<file path="src/hdl/spa_pkg.sv">
// spa_pkg: operation codes, fixed field widths and item size rounding constants
// for the slot pool allocator. No dependencies.
`timescale 1ns / 1ps
package spa_pkg;
	localparam int OP_W          = 3;
	localparam int POOL_HANDLE_W = 4;
	localparam int HANDLE_W      = 7;
	localparam int ITEM_BYTES_W  = 16;
	localparam int ITEM_SIZE_W   = 17;
	localparam int GROW_W        = 7;
	localparam int OFFSET_W      = 22;
	localparam int PROD_W        = HANDLE_W + ITEM_SIZE_W;

	localparam logic [OP_W-1:0] OP_CREATE     = 3'd0;
	localparam logic [OP_W-1:0] OP_DESTROY    = 3'd1;
	localparam logic [OP_W-1:0] OP_FLUSH      = 3'd2;
	localparam logic [OP_W-1:0] OP_ALLOC      = 3'd3;
	localparam logic [OP_W-1:0] OP_GET_OFFSET = 3'd4;
	localparam logic [OP_W-1:0] OP_FREE       = 3'd5;
	localparam logic [OP_W-1:0] OP_FIND_FIRST = 3'd6;
	localparam logic [OP_W-1:0] OP_FIND_NEXT  = 3'd7;

	localparam logic [ITEM_SIZE_W-1:0] ALIGN_ADD  = 17'd7;
	localparam logic [ITEM_SIZE_W-1:0] ALIGN_MASK = ~17'd7;
endpackage

</file>
<file path="src/hdl/spa_ram.sv">
// spa_ram: generic single-write, single-read synchronous RAM with registered
// read data. No dependencies.
`timescale 1ns / 1ps
module spa_ram #(
	parameter int WIDTH = 8,
	parameter int DEPTH = 8
) (
	input  logic                                       clk,
	input  logic                                       we,
	input  logic [((DEPTH > 1) ? $clog2(DEPTH) : 1)-1:0] waddr,
	input  logic [WIDTH-1:0]                           wdata,
	input  logic [((DEPTH > 1) ? $clog2(DEPTH) : 1)-1:0] raddr,
	output logic [WIDTH-1:0]                           rdata
);
	logic [WIDTH-1:0] mem [DEPTH];

	always_ff @(posedge clk) begin
		if (we) begin
			mem[waddr] <= wdata;
		end
		rdata <= mem[raddr];
	end
endmodule

</file>
<file path="src/hdl/spa_lowbit.sv">
// spa_lowbit: lowest set bit of a vector, as a one-hot mask and as an index.
// No dependencies.
`timescale 1ns / 1ps
module spa_lowbit #(
	parameter int W   = 8,
	parameter int IXW = 3
) (
	input  logic [W-1:0]   vec,
	output logic           found,
	output logic [IXW-1:0] index,
	output logic [W-1:0]   onehot
);
	assign onehot = vec & (~vec + W'(1));
	assign found  = |vec;

	always_comb begin
		index = '0;
		for (int i = 0; i < W; i++) begin
			if (onehot[i]) begin
				index = index | IXW'(i);
			end
		end
	end
endmodule

</file>
<file path="src/hdl/slot_pool_allocator.sv">
// slot_pool_allocator: top level, pool table with one bitmap row per pool.
// Depends on spa_pkg, spa_ram and spa_lowbit.
`timescale 1ns / 1ps
// For every request the pool entry (capacity, item size, growth
// step and slot bitmap) is read from one synchronous RAM at the accept edge and
// modified and written back in the following cycle, where one priority encoder
// finds the lowest free or taken slot. busy is high during that cycle only; the
// result then stands on ok, handle_out and byte_offset for exactly one cycle
// with done high, and a new start may be accepted in that same cycle; no new
// request enters while busy is high. Results cannot be held off: the
// receiver must take each one in the cycle that done marks. Pool used flags sit
// in flip-flops cleared by reset; the RAM needs no clearing pass.
module slot_pool_allocator #(
	parameter int NUM_POOLS = 8,
	parameter int MAX_SLOTS = 64
) (
	input  logic                                 clk,
	input  logic                                 arst_n,
	input  logic                                 start,
	output logic                                 busy,
	input  logic [spa_pkg::OP_W-1:0]             operation,
	input  logic [spa_pkg::POOL_HANDLE_W-1:0]    pool_handle,
	input  logic [spa_pkg::HANDLE_W-1:0]         slot_handle,
	input  logic [spa_pkg::HANDLE_W-1:0]         slot_count,
	input  logic [spa_pkg::ITEM_BYTES_W-1:0]     item_bytes,
	input  logic [spa_pkg::GROW_W-1:0]           grow_step,
	output logic                                 done,
	output logic                                 ok,
	output logic [spa_pkg::HANDLE_W-1:0]         handle_out,
	output logic [spa_pkg::OFFSET_W-1:0]         byte_offset
);
	import spa_pkg::*;

	localparam int AW   = (NUM_POOLS > 1) ? $clog2(NUM_POOLS) : 1;
	localparam int IW   = (MAX_SLOTS > 1) ? $clog2(MAX_SLOTS) : 1;
	localparam int CW   = $clog2(MAX_SLOTS + 1);
	localparam int NW   = ((CW > GROW_W) ? CW : GROW_W) + 1;
	localparam int CMPW = ((CW > HANDLE_W) ? CW : HANDLE_W) + 1;
	localparam int EW   = CW + ITEM_SIZE_W + GROW_W + MAX_SLOTS;
	localparam int PXW  = POOL_HANDLE_W + AW;

	localparam logic ST_IDLE = 1'b0;
	localparam logic ST_EX   = 1'b1;

	logic                   state_q;
	logic                   done_q;
	logic [NUM_POOLS-1:0]   used_q;

	logic                   accept;
	logic [PXW-1:0]         ph_ext;
	logic [AW-1:0]          ph_addr;
	logic                   pool_ok;
	logic [NUM_POOLS-1:0]   ph_sel;
	logic                   free_found;
	logic [AW-1:0]          free_idx;
	logic [NUM_POOLS-1:0]   free_low;

	logic [OP_W-1:0]        op_s1;
	logic                   pool_ok_s1;
	logic                   create_ok_s1;
	logic [AW-1:0]          addr_s1;
	logic [NUM_POOLS-1:0]   sel_s1;
	logic [HANDLE_W-1:0]    sh_s1;
	logic [HANDLE_W-1:0]    cnt_s1;
	logic [ITEM_SIZE_W-1:0] size_s1;
	logic [GROW_W-1:0]      step_s1;

	logic                   ram_we;
	logic [EW-1:0]          ram_wdata;
	logic [EW-1:0]          ram_rdata;

	logic [CW-1:0]          cap;
	logic [ITEM_SIZE_W-1:0] size_rd;
	logic [GROW_W-1:0]      grow;
	logic [MAX_SLOTS-1:0]   row;
	logic [MAX_SLOTS-1:0]   cap_mask;
	logic [MAX_SLOTS-1:0]   cap_bit;
	logic [MAX_SLOTS-1:0]   idx_bit;
	logic [MAX_SLOTS-1:0]   from_mask;
	logic [MAX_SLOTS-1:0]   scan_vec;
	logic                   scan_found;
	logic [IW-1:0]          scan_idx;
	logic [MAX_SLOTS-1:0]   scan_low;
	logic [HANDLE_W-1:0]    idx;
	logic                   slot_hit;
	logic [NW-1:0]          ncap;
	logic                   grow_ok;
	logic [IW-1:0]          alloc_slot;
	logic [IW:0]            alloc_num;
	logic [IW:0]            found_num;
	logic [AW:0]            pool_num;
	logic [PROD_W-1:0]      prod;

	logic                   res_ok;
	logic [HANDLE_W-1:0]    res_handle;
	logic [OFFSET_W-1:0]    res_off;

	assign busy   = (state_q == ST_EX);
	assign accept = start && !busy;
	assign done   = done_q;

	// handle decode at the accept edge
	assign ph_ext  = {{AW{1'b0}}, pool_handle} - PXW'(1);
	assign ph_addr = ph_ext[AW-1:0];
	assign pool_ok = (pool_handle != '0) && (ph_ext < PXW'(NUM_POOLS)) && used_q[ph_addr];

	always_comb begin
		for (int i = 0; i < NUM_POOLS; i++) begin
			ph_sel[i] = (AW'(i) == ph_addr);
		end
	end

	spa_lowbit #(.W(NUM_POOLS), .IXW(AW)) u_free_pool (
		.vec    (~used_q),
		.found  (free_found),
		.index  (free_idx),
		.onehot (free_low)
	);

	always_ff @(posedge clk) begin
		if (accept) begin
			op_s1        <= operation;
			pool_ok_s1   <= pool_ok;
			create_ok_s1 <= free_found && (int'(slot_count) <= MAX_SLOTS);
			addr_s1      <= (operation == OP_CREATE) ? free_idx : ph_addr;
			sel_s1       <= (operation == OP_CREATE) ? free_low : ph_sel;
			sh_s1        <= slot_handle;
			cnt_s1       <= slot_count;
			size_s1      <= (ITEM_SIZE_W'({1'b0, item_bytes}) + ALIGN_ADD) & ALIGN_MASK;
			step_s1      <= grow_step;
		end
	end

	spa_ram #(.WIDTH(EW), .DEPTH(NUM_POOLS)) u_pool_ram (
		.clk   (clk),
		.we    (ram_we),
		.waddr (addr_s1),
		.wdata (ram_wdata),
		.raddr (ph_addr),
		.rdata (ram_rdata)
	);

	// entry fields
	assign cap     = ram_rdata[EW-1 -: CW];
	assign size_rd = ram_rdata[MAX_SLOTS+GROW_W +: ITEM_SIZE_W];
	assign grow    = ram_rdata[MAX_SLOTS +: GROW_W];
	assign row     = ram_rdata[MAX_SLOTS-1:0];
	assign idx     = sh_s1 - HANDLE_W'(1);

	always_comb begin
		for (int i = 0; i < MAX_SLOTS; i++) begin
			cap_mask[i]  = (CMPW'(i) < CMPW'(cap));
			cap_bit[i]   = (CMPW'(i) == CMPW'(cap));
			idx_bit[i]   = (CMPW'(i) == CMPW'(idx));
			from_mask[i] = (CMPW'(i) >= CMPW'(sh_s1));
		end
	end

	always_comb begin
		if (op_s1 == OP_ALLOC) begin
			scan_vec = ~row & cap_mask;
		end else if (op_s1 == OP_FIND_FIRST) begin
			scan_vec = row & cap_mask;
		end else begin
			scan_vec = row & cap_mask & from_mask;
		end
	end

	spa_lowbit #(.W(MAX_SLOTS), .IXW(IW)) u_scan (
		.vec    (scan_vec),
		.found  (scan_found),
		.index  (scan_idx),
		.onehot (scan_low)
	);

	assign slot_hit   = (sh_s1 != '0) && (|(row & cap_mask & idx_bit));
	assign ncap       = NW'(cap) + NW'(grow);
	assign grow_ok    = (grow != '0) && (ncap <= NW'(MAX_SLOTS));
	assign alloc_slot = scan_found ? scan_idx : IW'(cap);
	assign alloc_num  = {1'b0, alloc_slot} + (IW+1)'(1);
	assign found_num  = {1'b0, scan_idx} + (IW+1)'(1);
	assign pool_num   = {1'b0, addr_s1} + (AW+1)'(1);
	assign prod       = PROD_W'(idx) * PROD_W'(size_rd);

	always_comb begin
		res_ok     = 1'b0;
		res_handle = '0;
		res_off    = '0;
		ram_we     = 1'b0;
		ram_wdata  = ram_rdata;
		if (state_q == ST_EX) begin
			if (op_s1 == OP_CREATE) begin
				if (create_ok_s1) begin
					res_ok     = 1'b1;
					res_handle = HANDLE_W'(pool_num);
					ram_we     = 1'b1;
					ram_wdata  = {CW'(cnt_s1), size_s1, step_s1, {MAX_SLOTS{1'b0}}};
				end
			end else if (pool_ok_s1) begin
				unique case (op_s1) inside
					OP_DESTROY: begin
						res_ok = 1'b1;
					end
					OP_FLUSH: begin
						res_ok    = 1'b1;
						ram_we    = 1'b1;
						ram_wdata = {cap, size_rd, grow, {MAX_SLOTS{1'b0}}};
					end
					OP_ALLOC: begin
						if (scan_found) begin
							res_ok     = 1'b1;
							res_handle = HANDLE_W'(alloc_num);
							ram_we     = 1'b1;
							ram_wdata  = {cap, size_rd, grow, row | scan_low};
						end else if (grow_ok) begin
							res_ok     = 1'b1;
							res_handle = HANDLE_W'(alloc_num);
							ram_we     = 1'b1;
							ram_wdata  = {CW'(ncap), size_rd, grow, row | cap_bit};
						end
					end
					OP_GET_OFFSET: begin
						if (slot_hit) begin
							res_ok  = 1'b1;
							res_off = prod[OFFSET_W-1:0];
						end
					end
					OP_FREE: begin
						if (slot_hit) begin
							res_ok    = 1'b1;
							ram_we    = 1'b1;
							ram_wdata = {cap, size_rd, grow, row & ~idx_bit};
						end
					end
					OP_FIND_FIRST, OP_FIND_NEXT: begin
						if (scan_found) begin
							res_ok     = 1'b1;
							res_handle = HANDLE_W'(found_num);
						end
					end
					default: begin
					end
				endcase
			end
		end
	end

	always_ff @(posedge clk or negedge arst_n) begin
		if (!arst_n) begin
			state_q <= ST_IDLE;
			done_q  <= 1'b0;
			used_q  <= '0;
		end else begin
			done_q <= (state_q == ST_EX);
			unique case (state_q)
				ST_IDLE: begin
					if (accept) begin
						state_q <= ST_EX;
					end
				end
				ST_EX: begin
					state_q <= ST_IDLE;
					if (op_s1 == OP_CREATE && create_ok_s1) begin
						used_q <= used_q | sel_s1;
					end else if (op_s1 == OP_DESTROY && pool_ok_s1) begin
						used_q <= used_q & ~sel_s1;
					end
				end
				default: begin
					state_q <= ST_IDLE;
				end
			endcase
		end
	end

	always_ff @(posedge clk) begin
		if (state_q == ST_EX) begin
			ok          <= res_ok;
			handle_out  <= res_handle;
			byte_offset <= res_off;
		end
	end

	a_accept_ex: assert property (@(posedge clk) disable iff (!arst_n)
		accept |=> (state_q == ST_EX))
		else $error("accepted beat did not enter execute");

	a_done_follows: assert property (@(posedge clk) disable iff (!arst_n)
		(state_q == ST_EX) |=> done_q)
		else $error("execute cycle gave no result beat");

	a_fail_zero: assert property (@(posedge clk) disable iff (!arst_n)
		(done_q && !ok) |-> (handle_out == '0 && byte_offset == '0))
		else $error("failed result carries nonzero payload");

	a_we_ex: assert property (@(posedge clk) disable iff (!arst_n)
		ram_we |-> (state_q == ST_EX))
		else $error("pool ram written outside execute");

	a_create_marks: assert property (@(posedge clk) disable iff (!arst_n)
		(state_q == ST_EX && op_s1 == OP_CREATE && create_ok_s1)
		|=> ((used_q & sel_s1) == sel_s1))
		else $error("created pool not marked used");
endmodule

</file>
<file path="config.mk">
export PLATFORM = sky130hd
export DESIGN_NAME = slot_pool_allocator
export DESIGN_NICKNAME = d
export VERILOG_FILES = /design/src/hdl/spa_pkg.sv /design/src/hdl/spa_ram.sv /design/src/hdl/spa_lowbit.sv /design/src/hdl/slot_pool_allocator.sv
export SDC_FILE = /design/constraint.sdc
export NUM_CORES = 2
export LEC_CHECK = 0
export ABC_AREA = 0
export BUFFER_PORTS_ARGS = -buffer_cell sky130_fd_sc_hd__buf_2
export CORE_MARGIN = 2
export CORE_UTILIZATION = 35
export CTS_CLUSTER_SIZE = 14
export DETAILED_ROUTE_END_ITERATION = 8
export SETUP_SLACK_MARGIN = 0.05
export SLEW_MARGIN = 20
export SYNTH_ARGS = -nofsm -noshare
export SYNTH_HDL_FRONTEND = slang
export SYNTH_SLANG_ARGS = --single-unit
</file>
<file path="constraint.sdc">
create_clock -name clk -period 13.67 [get_ports clk]
set_input_delay 1.367 -clock clk [delete_from_list [all_inputs] [get_ports clk]]
set_output_delay 1.367 -clock clk [all_outputs]
set_load 0.01 [all_outputs]
</file>
### After elaboration in Yosys (flattened, before gate mapping)

Memory sizes are Yosys's and may differ from the RTL's. A register that Yosys moved wholly into a read port is not among the register bits.
Cells that the tools add are included.

| word-level totals | value |
|---|---|
| RAM bits | 760 |
| memories kept | 1 |
| logic and storage cells | 547 |
| input bits | 47 |
| bits in registers | 91 |

| cells by class | value |
|---|---|
| muxes and demuxes | 206 |
| $add $sub $neg | 9 |
| reductions and logical operators | 23 |
| multiply operators | 1 |
| magnitude comparators | 132 |
| eq/ne operators | 142 |
| bitwise operators | 18 |

Memories:

| name | depth | width | read ports | clocked after memory_dff | write ports | line | RTL |
|---|---|---|---|---|---|---|---|
| u_pool_ram.mem | 8 | 95 | 1 | 1 | 1 | spa_ram.sv:15 | `logic [WIDTH-1:0] mem [DEPTH];` |

Operators by type and width:

| kind | count |
|---|---|
| $mux 95 | 27 |
| $eq 6x7->1 const A | 64 |
| $and 64x64->64 | 6 |
| $mux 22 | 14 |
| $pmux 95 s3 | 1 |
| $mux 64 | 4 |
| $eq 5x7->1 const A | 32 |
| $ge 6x7->1 const A | 32 |
| $lt 6x7->1 const A | 32 |
| $mux 6 | 33 |
| $not 64->64 | 3 |
| $mux 7 | 26 |
| $or 64x64->64 | 2 |
| $reduce_or 64->1 | 2 |
| $eq 4x7->1 const A | 16 |
| $ge 5x7->1 const A | 16 |
| $lt 5x7->1 const A | 16 |
| $mux 5 | 16 |
| $add 64x1->64 const B | 1 |
| $eq 3x7->1 const A | 8 |
| $ge 4x7->1 const A | 8 |
| $lt 4x7->1 const A | 8 |
| $mux 1 | 52 |
| $mux 8 | 6 |
| 49 further kinds | 106 |

### Logic depth before layout (Yosys ltp)

| logic depth | value |
|---|---|
| word-level depth | 94 |
| gate-level depth with buffers | 29 |
| mapped depth without buffers | 25 |

### Cells and area by module

From an unflattened synthesis, not the netlist that was laid out.

| unflattened totals | value |
|---|---|
| cells, all modules | 3381 |
| area, all modules | 46308.2 um^2 |

Modules (own cells, without submodules):

| module | times used | area each (um^2) | cells an instance |
|---|---|---|---|
| spa_ram | 1 | 30439.2 | 1206 |
| slot_pool_allocator | 1 | 13995.9 | 1862 |
| spa_lowbit (u_scan) | 1 | 1726.7 | 289 |
| spa_lowbit (u_free_pool) | 1 | 146.4 | 24 |

### Worst setup path after synthesis

No wires, ideal clock.

| timing | value |
|---|---|
| kind | flip-flop to flip-flop |
| from | register sh_s1[1] |
| to | memory u_pool_ram.mem[0][0] (netlist name), enable pin |
| arrival | 10.305 ns |
| setup slack | 2.700 ns |
| path buffers | 5 |
| cell stages (with the launch flop) | 20 |
| setup time | 0.665 ns |
| cell sequence | edfxtp_1 clkbuf_1 buf_2 inv_1 ha_1 clkbuf_1 nor4bb_1 a22oi_1 a311oi_1 nor3_2 nor4bb_1 buf_2 nand4_2 buf_6 nor3_1 a21oi_1 nor2b_1 o22a_1 or3_1 nor3_1 |

| between the ends | value |
|---|---|
| cells in the longest elaborated chain, start to end | 23 |

Ends and longest elaborated chain:

| element | line | RTL |
|---|---|---|
| start: declaration | slot_pool_allocator.sv:63 | `logic [HANDLE_W-1:0] sh_s1;` |
| start signal: assignment | slot_pool_allocator.sv:127 | `sh_s1 <= slot_handle;` |
| $ge 1x7->1 (tied with other cells) | slot_pool_allocator.sv:155 | `from_mask[i] = (CMPW'(i) >= CMPW'(sh_s1));` |
| $and 64x64->64 | slot_pool_allocator.sv:165 | `scan_vec = row & cap_mask & from_mask;` |
| $mux 64 | slot_pool_allocator.sv:162 | `end else if (op_s1 == OP_FIND_FIRST) begin` |
| $mux 64 (2 in a row) | slot_pool_allocator.sv:160 | `if (op_s1 == OP_ALLOC) begin` |
| $reduce_or 64->1 | spa_lowbit.sv:14 | `assign found = \|vec;` |
| $mux 1 | slot_pool_allocator.sv:210 | `if (scan_found) begin` |
| $mux 1 | slot_pool_allocator.sv:200 | `unique case (op_s1) inside` |
| $mux 1 | slot_pool_allocator.sv:199 | `end else if (pool_ok_s1) begin` |
| [... 5 more ...] | n/a |  |
| $mux 1 (*) | slot_pool_allocator.sv:191 | `if (state_q == ST_EX) begin` |
| $mux 1 (*) | slot_pool_allocator.sv:199 |  |
| $mux 1 (*) | slot_pool_allocator.sv:192 | `if (op_s1 == OP_CREATE) begin` |
| $mux 1 (*) | slot_pool_allocator.sv:191 |  |
| $mux 1 (*) | slot_pool_allocator.sv:192 |  |
| $mux 1 (*) (2 in a row) | slot_pool_allocator.sv:191 |  |
| $mux 1 (*) | spa_ram.sv:18 | `if (we) begin` |
| $mux 1 (implied by the code) (*) | spa_ram.sv:19 | `mem[waddr] <= wdata;` |
| end: declaration | spa_ram.sv:15 |  |

Mark *: on every way between the ends. The rest lies on a longest branch, timed or not. The select of a mux whose other input is x is not followed.

### Worst setup path in the final report

| timing | value |
|---|---|
| from | register sh_s1[2] |
| to | memory u_pool_ram.mem[3][51] (netlist name) (data pin) |

| between the ends | value |
|---|---|
| cells in the longest elaborated chain, start to end | 24 |

Ends and longest elaborated chain:

| element | line | RTL |
|---|---|---|
| $ge 1x7->1 (tied with other cells) | slot_pool_allocator.sv:155 |  |
| $and 64x64->64 | slot_pool_allocator.sv:165 |  |
| $mux 64 | slot_pool_allocator.sv:162 |  |
| $mux 64 (2 in a row) | slot_pool_allocator.sv:160 |  |
| $not 64->64 | spa_lowbit.sv:13 | `assign onehot = vec & (~vec + W'(1));` |
| $add 64x1->64 | spa_lowbit.sv:13 |  |
| $and 64x64->64 | spa_lowbit.sv:13 |  |
| $or 64x64->64 | slot_pool_allocator.sv:214 | `ram_wdata = {cap, size_rd, grow, row \| scan_low};` |
| [... 7 more ...] | n/a |  |
| $mux 95 (*) | slot_pool_allocator.sv:192 |  |
| $mux 95 (*) | slot_pool_allocator.sv:191 |  |
| $mux 95 (*) | slot_pool_allocator.sv:199 |  |
| $mux 95 (*) | slot_pool_allocator.sv:192 |  |
| $mux 95 (*) | slot_pool_allocator.sv:191 |  |
| $mux 95 (*) | slot_pool_allocator.sv:192 |  |
| $mux 95 (*) (2 in a row) | slot_pool_allocator.sv:191 |  |
| net ram_wdata[51] | slot_pool_allocator.sv:69 | `logic [EW-1:0] ram_wdata;` |

Mark *: on every way through the listed nets, which the timed path passes. The rest lies on a longest branch. The select of a mux whose other input is x is not followed.

==> impl_metrics.yaml <==
worst_setup_path:
  criticalPathCategory: "register to register"
  worstSetupStartpoint: "sh_s1[2]"
  reg2regPathDepth: 14
  crit_fanout: 26
  cp_top_family: "simple AND/OR/NAND/NOR gates"
  cp.depth: 14
  rr_startpoint: "sh_s1[2]"
  crit_path_end_kind: "register"
  critical_path.max_stage_delay_ps: 1010
  crit_slowest_cell: "edfxtp_1"
  arrival_ps: 8480
  worst-path-buf-inv: 1
  critPathRequiredTime_ps: 14040
  start_kind: "register"
  path_cells: "nand2_1, o21ai_0, a41oi_1, a2111oi_4, nor4bb_1, buf_4, nand4_2, or3_1, or4_4, nor3_2, nand3_1, o21ai_1, a21oi_1, a211oi_1"
synth:
  yosys-top-cells-area: "edfxtp_1 (55%), mux4_2 (9.3%), dfxtp_1 (4.1%), fa_1 (3.2%), mux2_2 (2.6%)"
  syn_avg_cell_area_um2: 13.88
  syn_inst: 3338
  synth_top_area_frac: 0.5450
  synth_ff_type: "edfxtp_1"
  seq_area_frac_synth: 0.5915
  synth_edf_count: 841
  yosysUniqueCellTypes: 109
  synth-async-reset-ratio: 0.01057
  ys_ff_latch: 946
  synth_fp_nets: 3515
  synth_top_cell_by_area: "edfxtp_1"
  yosys_warnings: 0
  synth_area_mm2: 0.04633
routing:
  num_vias: 30809
  vias_per_cell: 5.889
  drc: 0
  dr.first_iter.drc_count: 3624
  drt-total-wl_um: 149500
  ant_nets: 0
  drt_pre_antenna_iters: 8
  avgRoutedWirePerCell_um: 28.57
sta:
  hold_viol_final: 0
  grt_setup_unrepaired: "false"
  tns_ps: 0
  setup_viol: 0
  fin_crit_ps: 8102
  post-route-period-util: 0.5927
  worstMarginPinSlew_ps: 1265
  drv_slew: 0
  maxSlewHeadroom: 0.1492
  worst_clock_skew_ps: 56.13
  fin_hold_ws_ps: 546.7
  max_clock_freq_ghz: 0.1234
cts:
  cts_setup_buffers: 0
  post_cts_resized: 0
  cts.clk_slew.worst_paths_ps: 60
  clk_path_buf_depth: 3
  clock_sinks: 946
  cts-root-buf: "clkbuf_16"
  cts_inserted_buffers: 97
  postCtsHoldBufs: 0
  htree_levels: 3
  clk_latency_ps: 720
  cts_tree: "yes"
status:
  outcome: "finished clean"
die:
  row_count: 133
  dieWidth_um: 367.8
  die_area_mm2: 0.1353
  die_height_um: 367.8
  start_util: 0.3525
  core_mm2: 0.1315
  io_pins: 79
pwr:
  power.density_mw_per_mm2: 151.8
  p_leak_uw: 0.01734
  peakVddDrop_uv: 115.6
grt:
  grt_util_all_layers: 0.2165
  grt_max_degree: 100
  grt_pass1_vias: 30170
  antenna_found_initial: 7
  grt_pass1_wl_um: 215900
  overflow: 0
placement:
  place.gp.congestion: 1.070
  port-buffer-count: 78
  dp_hpwl_um: 98580
  post-place-cells: 5044
layout:
  num-fill-cells: 12281
  instances_no_fill: 5232
  drive_gt1_frac: 0.1982
  utilization: 0.3960
  layout.nets: 3565
  areaGrowthSynthToFinish_pct: 12.34
run:
  cap_violations: 0
min_path:
  hold_path_class: "input pin to asynchronous set/reset pin"
-- flip-flops by register name, indices dropped and copies added, names as in the netlist, named ones only --
register	cells
op_s1	3
pool_ok_s1	1
done	1
u_pool_ram.mem	760
step_s1	7
size_s1	14
handle_out	7
create_ok_s1	1
byte_offset	22
u_pool_ram.rdata	95
ok	1
busy	1
sel_s1	8
addr_s1	3
sh_s1	7
cnt_s1	7
-- cells in the mapped netlist (46+ instances only) --
cell,instances
nand2_1,302
clkbuf_1,120
nand3_1,67
ha_1,56
mux4_2,192
a21oi_1,155
and2_1,46
inv_1,126
o21ai_0,134
nor2_1,173
dfxtp_1,95
fa_1,74
edfxtp_1,841
xnor2_1,63
nor3_1,46
mux2_2,107
-- placed cells by master, fill, tap and decap left out, types with 55 or more instances in the layout --
cell	synthesis	layout
fa_1	74	74
dfxtp_1	95	94
xnor2_1	63	62
mux4_2	192	192
nor2_1	173	165
buf_2	27	77
nand2_1	302	300
ha_1	56	55
edfxtp_1	841	841
mux2_2	107	107
inv_1	126	126
o21ai_0	134	132
nand3_1	67	67
buf_4	8	71
clkbuf_16	0	97
a21oi_1	155	154
-- power by group --
part           internal (µW)  switching (µW)  leakage (µW)
clock                   1560            1130       0.00161
sequential              3290             110       0.00857
combinational            700            1120       0.00717
total                   5550            2360        0.0173
-- layer usage --
layer  part of all wire  track usage  routed length (µm)  vias to the layer above
met5            0.00011            0                  17                        -
met4              0.053       0.1024                7886                        2
met2               0.43       0.3189               64620                     1575
li1                   -            -                   -                    13030
met3              0.085      0.04656               12660                      417
met1               0.43       0.3043               64320                    15785
-- final cells by class --
class,count,area [µm²],share of cell area
antenna,6,15.01,0.0002884
clock buffer,130,2671,0.05132
clock inverter,52,640.6,0.01231
inverter,128,480.5,0.009230
multi-input combinational,2065,17690,0.3398
sequential,946,27410,0.5266
tap,1755,2196,0.04218
timing repair buffer,150,953.4,0.01832
-- stage by stage --
step	power, µW	setup WS (ps)	cell area [µm²]
after floorplan	4730	2700	46330
after global placement	5245	6080	48720
after detailed placement	5245	6059	48720
after CTS	7947	5978	52030
after global routing	8265	5387	52040
final	7904	5568	52050
-- final timing paths --
check / to / slack (ps)
worst max-delay path: u_pool_ram.mem[3][51] / 5570
worst min-delay path: asynchronous set/reset pin / 550
worst max register to register: u_pool_ram.mem[3][51] / 5570
worst min register to register: register / 580
max in group asynchronous: busy / 12850
min in group clk: register / 580
-- cell families (layout without fill, tap and decap cells) --
group | after synthesis | after routing | share of synthesized area
AO/OA/AOI/OAI | 633 | 633 | 0.09160
XOR/XNOR | 86 | 86 | 0.01626
adder cells (fa/ha/maj) | 130 | 130 | 0.04709
buffers and inverters | 327 | 460 | 0.03030
flip-flops | 946 | 946 | 0.5915
multiplexers | 302 | 302 | 0.1200
other | 0 | 6 | 0
AND/OR/NAND/NOR | 914 | 914 | 0.1033
No activity file was read; power rests on OpenSTA's default activity.
